--- src/sv/assert_macros.svh ---
// ----------------------------------------------------------------------------
// assert_macros.svh
// concurrent assertion helpers shared by the clock core
// ----------------------------------------------------------------------------
`ifndef ASSERT_MACROS_SVH
`define ASSERT_MACROS_SVH

// property that must hold at every edge outside reset
`define ASSERT_ALWAYS(lbl, clk, rst, expr) \
  lbl: assert property (@(posedge clk) disable iff (rst) (expr)) \
    else $error("assertion failed");

// antecedent in one cycle implies consequent in the next
`define ASSERT_NEXT(lbl, clk, rst, ante, cons) \
  lbl: assert property (@(posedge clk) disable iff (rst) (ante) |=> (cons)) \
    else $error("assertion failed");

`endif

--- src/sv/utd_pkg.sv ---
// ----------------------------------------------------------------------------
// utd_pkg
// shared types and constants of the uptime and time of day clock
// ----------------------------------------------------------------------------
`timescale 1ns / 1ps

package utd_pkg;

  localparam int HOUR_BITS_DEFAULT = 16;

  localparam int IN_DATA_W  = 48;
  localparam int OUT_DATA_W = 88;

  typedef enum logic [1:0] {
    CMD_TICK    = 2'd0,
    CMD_SET_DAY = 2'd1,
    CMD_SET_UP  = 2'd2,
    CMD_ELAPSED = 2'd3
  } cmd_t;

  // counter limits
  localparam logic [9:0] MILLI_LAST  = 10'd999;
  localparam logic [5:0] SIXTY_LAST  = 6'd59;
  localparam logic [4:0] DAY_LAST    = 5'd23;

  // range checks on set fields
  localparam logic [15:0] DAY_HOURS   = 16'd24;
  localparam logic [7:0]  SIXTY       = 8'd60;
  localparam logic [15:0] MS_PER_SEC  = 16'd1000;

  // elapsed weights
  localparam logic [31:0] MS_HOUR_W = 32'd3600000;
  localparam logic [31:0] MS_MIN_W  = 32'd60000;
  localparam logic [31:0] MS_SEC_W  = 32'd1000;

  typedef struct packed {
    cmd_t        cmd;
    logic [15:0] hours;
    logic [7:0]  minutes;
    logic [7:0]  seconds;
    logic [15:0] millis;
  } item_t;

  typedef struct packed {
    logic        status;
    logic [15:0] up_hours;
    logic [5:0]  up_minutes;
    logic [5:0]  up_seconds;
    logic [9:0]  up_millis;
    logic [4:0]  day_hours;
    logic [5:0]  day_minutes;
    logic [5:0]  day_seconds;
    logic [31:0] elapsed_ms;
  } res_t;

endpackage

--- src/sv/uptime_and_time_of_day_clock_core.sv ---
// ----------------------------------------------------------------------------
// uptime_and_time_of_day_clock_core
// millisecond uptime clock and time of day clock with a stream interface
// ----------------------------------------------------------------------------
// One command word enters on the s_ side: s_tuser carries the command
// (tick, set time of day, set uptime, elapsed query), s_tdata the hours,
// minutes, seconds and millis fields. Each word yields exactly one result
// word on the m_ side: m_tuser carries the status flag, m_tdata both
// chains after the command and the elapsed milliseconds of a query.
// A word is taken into an input register, then the counter update and the
// elapsed sum run combinationally into the output register, from which the
// result shows on m_tvalid. One word per cycle is sustained while m_tready
// is high; the input register and the output register are the only stages.
// When the receiver holds m_tready low, the result waits in the output
// register while one more word is still taken into the input register;
// s_tready then drops until the result moves on.
// Reset clears both chains to zero and empties both stages.
// ----------------------------------------------------------------------------
`timescale 1ns / 1ps
`include "assert_macros.svh"

module uptime_and_time_of_day_clock_core #(
  parameter int HOUR_BITS = utd_pkg::HOUR_BITS_DEFAULT
) (
  input  logic                           clk,
  input  logic                           rst,
  input  logic                           s_tvalid,
  output logic                           s_tready,
  // hours[15:0] minutes[23:16] seconds[31:24] millis[47:32]
  input  logic [utd_pkg::IN_DATA_W-1:0]  s_tdata,
  // command[1:0]
  input  logic [1:0]                     s_tuser,
  output logic                           m_tvalid,
  input  logic                           m_tready,
  // up_hours up_minutes up_seconds up_millis day_hours day_minutes
  // day_seconds elapsed_ms, zero pad in bit 87
  output logic [utd_pkg::OUT_DATA_W-1:0] m_tdata,
  // status[0]
  output logic [0:0]                     m_tuser
);

  utd_pkg::item_t s1_item;
  logic           s1_valid;
  logic           advance;
  utd_pkg::res_t  res, m_res;

  assign advance  = s1_valid && (!m_tvalid || m_tready);
  assign s_tready = !s1_valid || advance;

  always_ff @(posedge clk) begin
    if (rst) begin
      s1_valid <= 1'b0;
    end else if (s_tready) begin
      s1_valid <= s_tvalid;
    end
  end

  always_ff @(posedge clk) begin
    if (s_tvalid && s_tready) begin
      s1_item.cmd     <= utd_pkg::cmd_t'(s_tuser);
      s1_item.hours   <= s_tdata[15:0];
      s1_item.minutes <= s_tdata[23:16];
      s1_item.seconds <= s_tdata[31:24];
      s1_item.millis  <= s_tdata[47:32];
    end
  end

  utd_clock #(
    .HOUR_BITS(HOUR_BITS)
  ) u_clock (
    .clk (clk),
    .rst (rst),
    .fire(advance),
    .item(s1_item),
    .res (res)
  );

  always_ff @(posedge clk) begin
    if (rst) begin
      m_tvalid <= 1'b0;
    end else if (advance) begin
      m_tvalid <= 1'b1;
    end else if (m_tready) begin
      m_tvalid <= 1'b0;
    end
  end

  always_ff @(posedge clk) begin
    if (advance) begin
      m_res <= res;
    end
  end

  assign m_tdata = {1'b0, m_res.elapsed_ms, m_res.day_seconds, m_res.day_minutes,
                    m_res.day_hours, m_res.up_millis, m_res.up_seconds,
                    m_res.up_minutes, m_res.up_hours};
  assign m_tuser = m_res.status;

  `ASSERT_ALWAYS(a_status_only_on_set, clk, rst,
    !(s1_valid && (s1_item.cmd == utd_pkg::CMD_TICK ||
      s1_item.cmd == utd_pkg::CMD_ELAPSED)) || !res.status)
  `ASSERT_ALWAYS(a_chain_in_range, clk, rst,
    !m_tvalid || (m_res.up_millis <= utd_pkg::MILLI_LAST &&
      m_res.day_hours <= utd_pkg::DAY_LAST && m_res.up_seconds <= utd_pkg::SIXTY_LAST))
  `ASSERT_NEXT(a_held_word_kept, clk, rst, s1_valid && !advance, s1_valid)
  `ASSERT_NEXT(a_result_follows, clk, rst, advance, m_tvalid)

endmodule

--- src/sv/utd_clock.sv ---
// ----------------------------------------------------------------------------
// utd_clock
// both counter chains with their update, set checks and elapsed query
// ----------------------------------------------------------------------------
`timescale 1ns / 1ps

module utd_clock #(
  parameter int HOUR_BITS = utd_pkg::HOUR_BITS_DEFAULT
) (
  input  logic           clk,
  input  logic           rst,
  input  logic           fire,
  input  utd_pkg::item_t item,
  output utd_pkg::res_t  res
);

  logic [HOUR_BITS-1:0] up_hour, up_hour_next;
  logic [5:0]           up_min, up_min_next;
  logic [5:0]           up_sec, up_sec_next;
  logic [9:0]           up_ms, up_ms_next;
  logic [4:0]           day_hour, day_hour_next;
  logic [5:0]           day_min, day_min_next;
  logic [5:0]           day_sec, day_sec_next;

  logic        bad_day, bad_up;
  logic [31:0] dh, dm, ds, dms;
  logic [31:0] set_hour32;

  assign bad_day = (item.hours >= utd_pkg::DAY_HOURS) || (item.minutes >= utd_pkg::SIXTY) ||
                   (item.seconds >= utd_pkg::SIXTY);
  assign bad_up  = (item.minutes >= utd_pkg::SIXTY) || (item.seconds >= utd_pkg::SIXTY) ||
                   (item.millis >= utd_pkg::MS_PER_SEC);

  assign set_hour32 = 32'(item.hours);
  assign dh  = 32'(up_hour) - 32'(item.hours);
  assign dm  = 32'(up_min) - 32'(item.minutes);
  assign ds  = 32'(up_sec) - 32'(item.seconds);
  assign dms = 32'(up_ms) - 32'(item.millis);

  always_comb begin
    up_hour_next  = up_hour;
    up_min_next   = up_min;
    up_sec_next   = up_sec;
    up_ms_next    = up_ms;
    day_hour_next = day_hour;
    day_min_next  = day_min;
    day_sec_next  = day_sec;
    res.status     = 1'b0;
    res.elapsed_ms = 32'd0;
    case (item.cmd)
      utd_pkg::CMD_TICK: begin
        if (up_ms >= utd_pkg::MILLI_LAST) begin
          up_ms_next = 10'd0;
          if (up_sec >= utd_pkg::SIXTY_LAST) begin
            up_sec_next = 6'd0;
            if (up_min >= utd_pkg::SIXTY_LAST) begin
              up_min_next  = 6'd0;
              up_hour_next = up_hour + {{(HOUR_BITS-1){1'b0}}, 1'b1};
            end else begin
              up_min_next = up_min + 6'd1;
            end
          end else begin
            up_sec_next = up_sec + 6'd1;
          end
          // time of day advances on each second carry
          if (day_sec >= utd_pkg::SIXTY_LAST) begin
            day_sec_next = 6'd0;
            if (day_min >= utd_pkg::SIXTY_LAST) begin
              day_min_next = 6'd0;
              if (day_hour >= utd_pkg::DAY_LAST) begin
                day_hour_next = 5'd0;
              end else begin
                day_hour_next = day_hour + 5'd1;
              end
            end else begin
              day_min_next = day_min + 6'd1;
            end
          end else begin
            day_sec_next = day_sec + 6'd1;
          end
        end else begin
          up_ms_next = up_ms + 10'd1;
        end
      end
      utd_pkg::CMD_SET_DAY: begin
        if (bad_day) begin
          res.status = 1'b1;
        end else begin
          day_hour_next = item.hours[4:0];
          day_min_next  = item.minutes[5:0];
          day_sec_next  = item.seconds[5:0];
        end
      end
      utd_pkg::CMD_SET_UP: begin
        if (bad_up) begin
          res.status = 1'b1;
        end else begin
          up_hour_next = set_hour32[HOUR_BITS-1:0];
          up_min_next  = item.minutes[5:0];
          up_sec_next  = item.seconds[5:0];
          up_ms_next   = item.millis[9:0];
        end
      end
      utd_pkg::CMD_ELAPSED: begin
        res.elapsed_ms = dh * utd_pkg::MS_HOUR_W + dm * utd_pkg::MS_MIN_W +
                         ds * utd_pkg::MS_SEC_W + dms;
      end
      default: begin
        res.status = 1'b0;
      end
    endcase
    res.up_hours    = 16'(up_hour_next);
    res.up_minutes  = up_min_next;
    res.up_seconds  = up_sec_next;
    res.up_millis   = up_ms_next;
    res.day_hours   = day_hour_next;
    res.day_minutes = day_min_next;
    res.day_seconds = day_sec_next;
  end

  always_ff @(posedge clk) begin
    if (rst) begin
      up_hour  <= '0;
      up_min   <= 6'd0;
      up_sec   <= 6'd0;
      up_ms    <= 10'd0;
      day_hour <= 5'd0;
      day_min  <= 6'd0;
      day_sec  <= 6'd0;
    end else if (fire) begin
      up_hour  <= up_hour_next;
      up_min   <= up_min_next;
      up_sec   <= up_sec_next;
      up_ms    <= up_ms_next;
      day_hour <= day_hour_next;
      day_min  <= day_min_next;
      day_sec  <= day_sec_next;
    end
  end

endmodule
--- config.mk ---
export PLATFORM = sky130hd
export DESIGN_NAME = uptime_and_time_of_day_clock_core
export DESIGN_NICKNAME = d
export VERILOG_FILES = /design/src/sv/utd_pkg.sv /design/src/sv/uptime_and_time_of_day_clock_core.sv /design/src/sv/utd_clock.sv
export VERILOG_INCLUDE_DIRS = /design/src /design/src/sv
export SDC_FILE = /design/constraint.sdc
export NUM_CORES = 1
export LEC_CHECK = 0
export ABC_AREA = 1
export BUFFER_PORTS_ARGS = -buffer_cell sky130_fd_sc_hd__buf_4
export CAP_MARGIN = 20
export CORE_ASPECT_RATIO = 1.2
export CORE_MARGIN = 2
export CORE_UTILIZATION = 62
export DETAILED_ROUTE_END_ITERATION = 16
export HOLD_SLACK_MARGIN = 0.03
export PLACE_DENSITY_LB_ADDON = 0.08
export SLEW_MARGIN = 20
export SYNTH_ARGS = -nofsm -noshare
export SYNTH_HDL_FRONTEND = slang
export SYNTH_SLANG_ARGS = --single-unit
--- constraint.sdc ---
create_clock -name clk -period 12.1 [get_ports clk]
set_input_delay 1.21 -clock clk [delete_from_list [all_inputs] [get_ports clk]]
set_output_delay 1.21 -clock clk [all_outputs]
set_load 0.01 [all_outputs]
After elaboration in Yosys (flattened, before gate mapping) --
Cells that the tools add are included.
Storage, ports and cells: register bits 195, input bits 54, output and inout bits 91, logic and storage cells 102
Cells by class: add/subtract/negate cells 14, multipliers 3, order comparisons 10, eq/ne operators 3, muxes and demuxes 37, reduce and logical (&&, ||, !) cells 12
Operators with widths (number):
- adder 32 bit | 3
- two-way mux 6 bit | 14
- two-way mux 16 bit | 4
- case mux 6 bit (2 select lines) | 4
- multiplier 32 x 11 -> 27 bit (second input constant) | 1
- multiplier 32 x 15 -> 25 bit (second input constant) | 1
- multiplier 32 x 7 -> 29 bit (second input constant) | 1
- case mux 16 bit (2 select lines) | 1
- two-way mux 5 bit | 5
- adder 6 x 1 -> 6 bit (second input constant) | 4
- greater-or-equal comparator 6 bit (second input constant) | 4
- two-way mux 10 bit | 2
- case mux 10 bit (2 select lines) | 1
- subtractor 6 x 8 -> 9 bit | 2
- subtractor 10 x 16 -> 17 bit | 1
- subtractor 16 x 16 -> 17 bit | 1
- adder 16 x 1 -> 16 bit (second input constant) | 1
- greater-or-equal comparator 16 x 10 -> 1 bit (second input constant) | 1
- greater-or-equal comparator 16 x 5 -> 1 bit (second input constant) | 1
- greater-or-equal comparator 8 x 6 -> 1 bit (second input constant) | 2
- adder 10 x 1 -> 10 bit (second input constant) | 1
- greater-or-equal comparator 10 bit (second input constant) | 1
- case mux 5 bit (2 select lines) | 1
- logical OR 1 bit | 6
- other kinds (10) | 16

Logic depth before layout (Yosys ltp) --
depth after elaboration 6, gate-level depth with buffers 47, mapped depth without buffers 47

By module --
A second synthesis with hierarchy kept.
Unflattened totals: cells, all modules 2821, area, all modules 23057.1 um2
By module, submodules not included:
- utd_clock | times used 1, cells an instance 2669, area each 18810.5 um2, sequential area each 1101.1 um2
- uptime_and_time_of_day_clock_core | times used 1, cells an instance 152, area each 4246.6 um2, sequential area each 4184.0 um2

Worst setup path after synthesis --
Ideal clock, no wire load.
kind register to register, from register u_clock.up_hour[0], to register m_res, in the netlist m_tdata[86] (data pin), setup time 253 ps, data arrival time 8821 ps, required time 11847 ps, path slack 3026 ps, cell stages (with the launch flop) 39, buffers on the path 0, clock period less this slack 9074 ps, cells stage by stage dfxtp_1 -> inv_1 -> ha_1 -> fa_1 -> o31ai_4 -> nand2_1 -> o211ai_2 -> a21oi_1 -> o21ai_1 -> xor2_1 -> inv_1 -> fa_1 -> fa_1 -> fa_1 -> inv_1 -> fa_1 -> fa_1 -> inv_1 -> [3 not listed] -> nand2_1 -> nor4_1 -> nand4_1 -> nand3_1 -> xnor2_1 -> fa_1 -> fa_1 -> inv_1 -> ha_1 -> nand3_1 -> nor4_1 -> nand2_1 -> nand3_1 -> inv_1 -> nand3_1 -> nand2_1 -> nor2_1 -> nor2_1
Between the ends: cells in the longest elaborated chain, start to end 5
Ends and longest elaborated chain:
- from (decl) | RTL line utd_clock.sv:17 | logic [HOUR_BITS-1:0] up_hour, up_hour_next;
- from (signal assigned) | RTL line utd_clock.sv:131 | up_hour <= up_hour_next;
- subtractor 16 x 16 -> 17 bit | RTL line utd_clock.sv:35 | assign dh = 32'(up_hour) - 32'(item.hours);
- multiplier 32 x 15 -> 25 bit | RTL line utd_clock.sv:105 | res.elapsed_ms = dh * utd_pkg::MS_HOUR_W + dm * utd_pkg::MS_MIN_W +
- adder 32 bit (2 in a row) | RTL line utd_clock.sv:105
- adder 32 bit | RTL line utd_clock.sv:106 | ds * utd_pkg::MS_SEC_W + dms;
- to (signal assigned) | RTL line uptime_and_time_of_day_clock_core.sv:90 | m_res <= res;
- to (decl) | RTL line uptime_and_time_of_day_clock_core.sv:45 | utd_pkg::res_t res, m_res;
Every way passes these cells. A chain may end at the register's enable or synchronous reset.

Final worst setup path --
Same ends and word-level chain as after synthesis.

==> impl_metrics.yaml <==
outcome:
  status: "complete, no violations"
place:
  dp_slack_ns: 1.734
  io_buffers: 143
  hpwl_mm: 48.46
  place_congestion: 1.003
drt:
  postRouteAntennaNets: 0
  drt_drc_violations_left: 0
  vias_per_cell: 5.560
  dr.pass1.iters: 7
  drt_iter0_drc: 1315
  wire_per_inst_um: 18.12
  drt_wl_total_mm: 59.40
  num_vias: 18230
finish:
  syn_to_final_growth_pct: 9.857
  fill_cells: 2912
  antennaDiodeCount: 0
  layout-drive-gt1-share_pct: 8.040
  regArea_mm2: 0.005285
  nets: 3335
  multi_input_area_mm2: 0.01475
global_routing:
  overflow: 0
  grt_pass1_wl_mm: 95.18
  grt_max_degree: 79
  grt_pass1_vias: 18459
  track_usage_pct: 32.49
  antenna_found_initial: 0
synthesis:
  yosysTopAreaCell: "fa_1"
  netlist_top_cells_count: "610 x inv_1, 398 x nand2_1, 248 x ha_1"
  synth.distinct_cells: 63
  synth_edf_count: 138
  netlist.area_leader.share_pct: 20.89
  synthesis.area_mm2: 0.02252
  async_reset_ff_share_pct: 0
  synth-seq-cells: 195
  synthFlopType: "edfxtp_1"
  yosysSeqAreaShare_pct: 23.47
  yosysMostFrequentCell: "inv_1"
  synth_area_leaders: "fa_1 21%, edfxtp_1 18%, ha_1 14%"
  syn_area_per_cell_um2: 8.449
  yosys_warnings: 0
  syn_inst: 2665
worst_hold_path:
  holdPathStages: 2
  worstHoldStart: "m_tvalid"
  hold_path_class: "reg2reg"
  hold_end: "m_tvalid"
floorplanning:
  die_w_um: 178.0
  die_area_mm2: 0.03787
  die_h_um: 212.8
  start_util_pct: 62.81
  io_pins: 145
  core_area_mm2: 0.03585
  fp-row-count: 76
cts:
  clk_latency_ns: 0.48
  tritoncts: "built"
  cts.sink_count: 195
  cts_made_buffers: 17
  cts-hold-fix-buffers: 0
  clk_pin_slew_worst_paths_ns: 0.09
  cts_root_buf: "clkbuf_16"
  cts.path.max_buffers: 2
  postCtsSetupBuffers: 0
  cts-htree-levels: 4
  ctsResizeCount: 0
timing:
  rsz0062_at_grt: "false"
  finClkSkew_ns: 0.01274
  maxSlewHeadroom_pct: 28.66
  tns_ns: 0
  finalMaxSlewViolations: 0
  max_freq_mhz: 96.57
  layout_setup_ws_ns: 1.745
  period_share_pct: 85.58
  hold_viol: 0
  fin_crit_ns: 10.35
  worst_pin_slew_ns: 1.070
  setup_violations: 0
critical_path:
  cp_common_cell: "fa_1"
  crit_path_max_fanout: 6
  crit_arrival_ns: 10.60
  cpPeakStageDelay_ns: 0.59
  endpoint_kind: "flop"
  reg2reg_from: "u_clock.up_hour[0]"
  critPathRequiredTime_ns: 12.35
  rr_endpoint: "m_tdata[86]"
  reg2reg_slack_ns: 1.75
  critPathKind: "reg2reg"
  critical_path.startpoint_type: "flop"
  reg2regPathDepth: 40
  slowest_stage: "xor2_1"
flow_run:
  drv_cap: 0
## metal layers
metal | track usage, % | wire length (µm) | vias to the layer above
li1 | - | - | 8792
met1 | 40.23 | 24050 | 8702
met2 | 56.87 | 29570 | 607
met3 | 3.900 | 3073 | 129
met4 | 14.53 | 2715 | 0
met5 | 0 | 0 | -
## critical path, delay by kind of cell (launching register included)
kind            cells  cell delay [ns]
fa+ha+maj          12             5.33
xor+xnor            2             0.76
compound gates      4             0.84
simple gates       14             2.09
flops               1             0.43
buf+inv             8             0.64
## worst max-delay path by stage
stage / slack, ns / depth (start not counted) / from / end
6_report: 1.75 / 40 / u_clock.up_hour[0] / m_tdata[86]
5_1_grt: 1.00 / 40 / u_clock.up_hour[0] / m_tdata[86]
4_1_cts: 1.71 / 39 / u_clock.up_hour[0] / m_tdata[86]
3_5_place_dp: 1.73 / 39 / u_clock.up_hour[0] / m_tdata[86]
3_3_place_gp: 1.77 / 40 / u_clock.up_hour[0] / m_tdata[86]
2_1_floorplan: 3.03 / 38 / u_clock.up_hour[0] / m_tdata[86]
## metrics by stage
step / instances / instance area, µm² / utilization (%) / hold WS, ns
2_1_floorplan: 2666 / 22520 / - / 0.5214
3_3_place_gp: 3247 / 24070 / 67.15 / 0.5186
3_5_place_dp: 3247 / 24070 / 67.15 / 0.5297
4_1_cts: 3279 / 24740 / 69.00 / 0.5444
5_1_grt: 3279 / 24740 / 69.00 / 0.5678
6_report: 3279 / 24740 / 69.00 / 0.5437
## cell usage in the layout (no fill, tap or decap), types with 27 or more instances in the layout
cell	instances
dfxtp_1	57
nand3_1	125
ha_1	248
nand2_1	397
o21ai_1	34
inv_1	609
buf_4	148
o21ai_0	116
xnor2_1	32
a21oi_1	194
nor2_1	152
xor2_1	87
edfxtp_1	138
o211ai_1	27
fa_1	235
## area by class of cell
type | instances | area share, %
Tap cell | 468 | 2.367
Clock inverter | 15 | 0.9610
Inverter | 622 | 9.468
Clock buffer | 17 | 1.720
Multi-Input combinational cell | 1814 | 59.63
Timing Repair Buffer | 148 | 4.491
Sequential cell | 195 | 21.36
## state kept, by name, summed over array words and instances (netlist names)
| name | flops |
|---|---|
| s1_item | 50 |
| u_clock.day_sec | 6 |
| u_clock.up_ms | 10 |
| m_tuser | 1 |
| m_tvalid | 1 |
| u_clock.up_sec | 6 |
| u_clock.day_min | 6 |
| u_clock.day_hour | 5 |
| u_clock.up_min | 6 |
| u_clock.up_hour | 16 |
| m_tdata | 87 |
| s1_valid | 1 |
## logic make-up after synthesis
group                    count (synthesis)  share of synthesized area (%)
AND/OR/NAND/NOR                        762                          14.72
buffers and inverters                  657                          11.05
adder cells (fa/ha/maj)                484                          34.72
AO/OA/AOI/OAI                          442                          11.04
flip-flops                             195                          23.47
XOR/XNOR                               123                          4.968
other                                    2                        0.03335
Power is not shown: default switching activity piles up to over one toggle a cycle in this logic, so the estimate is an artifact.
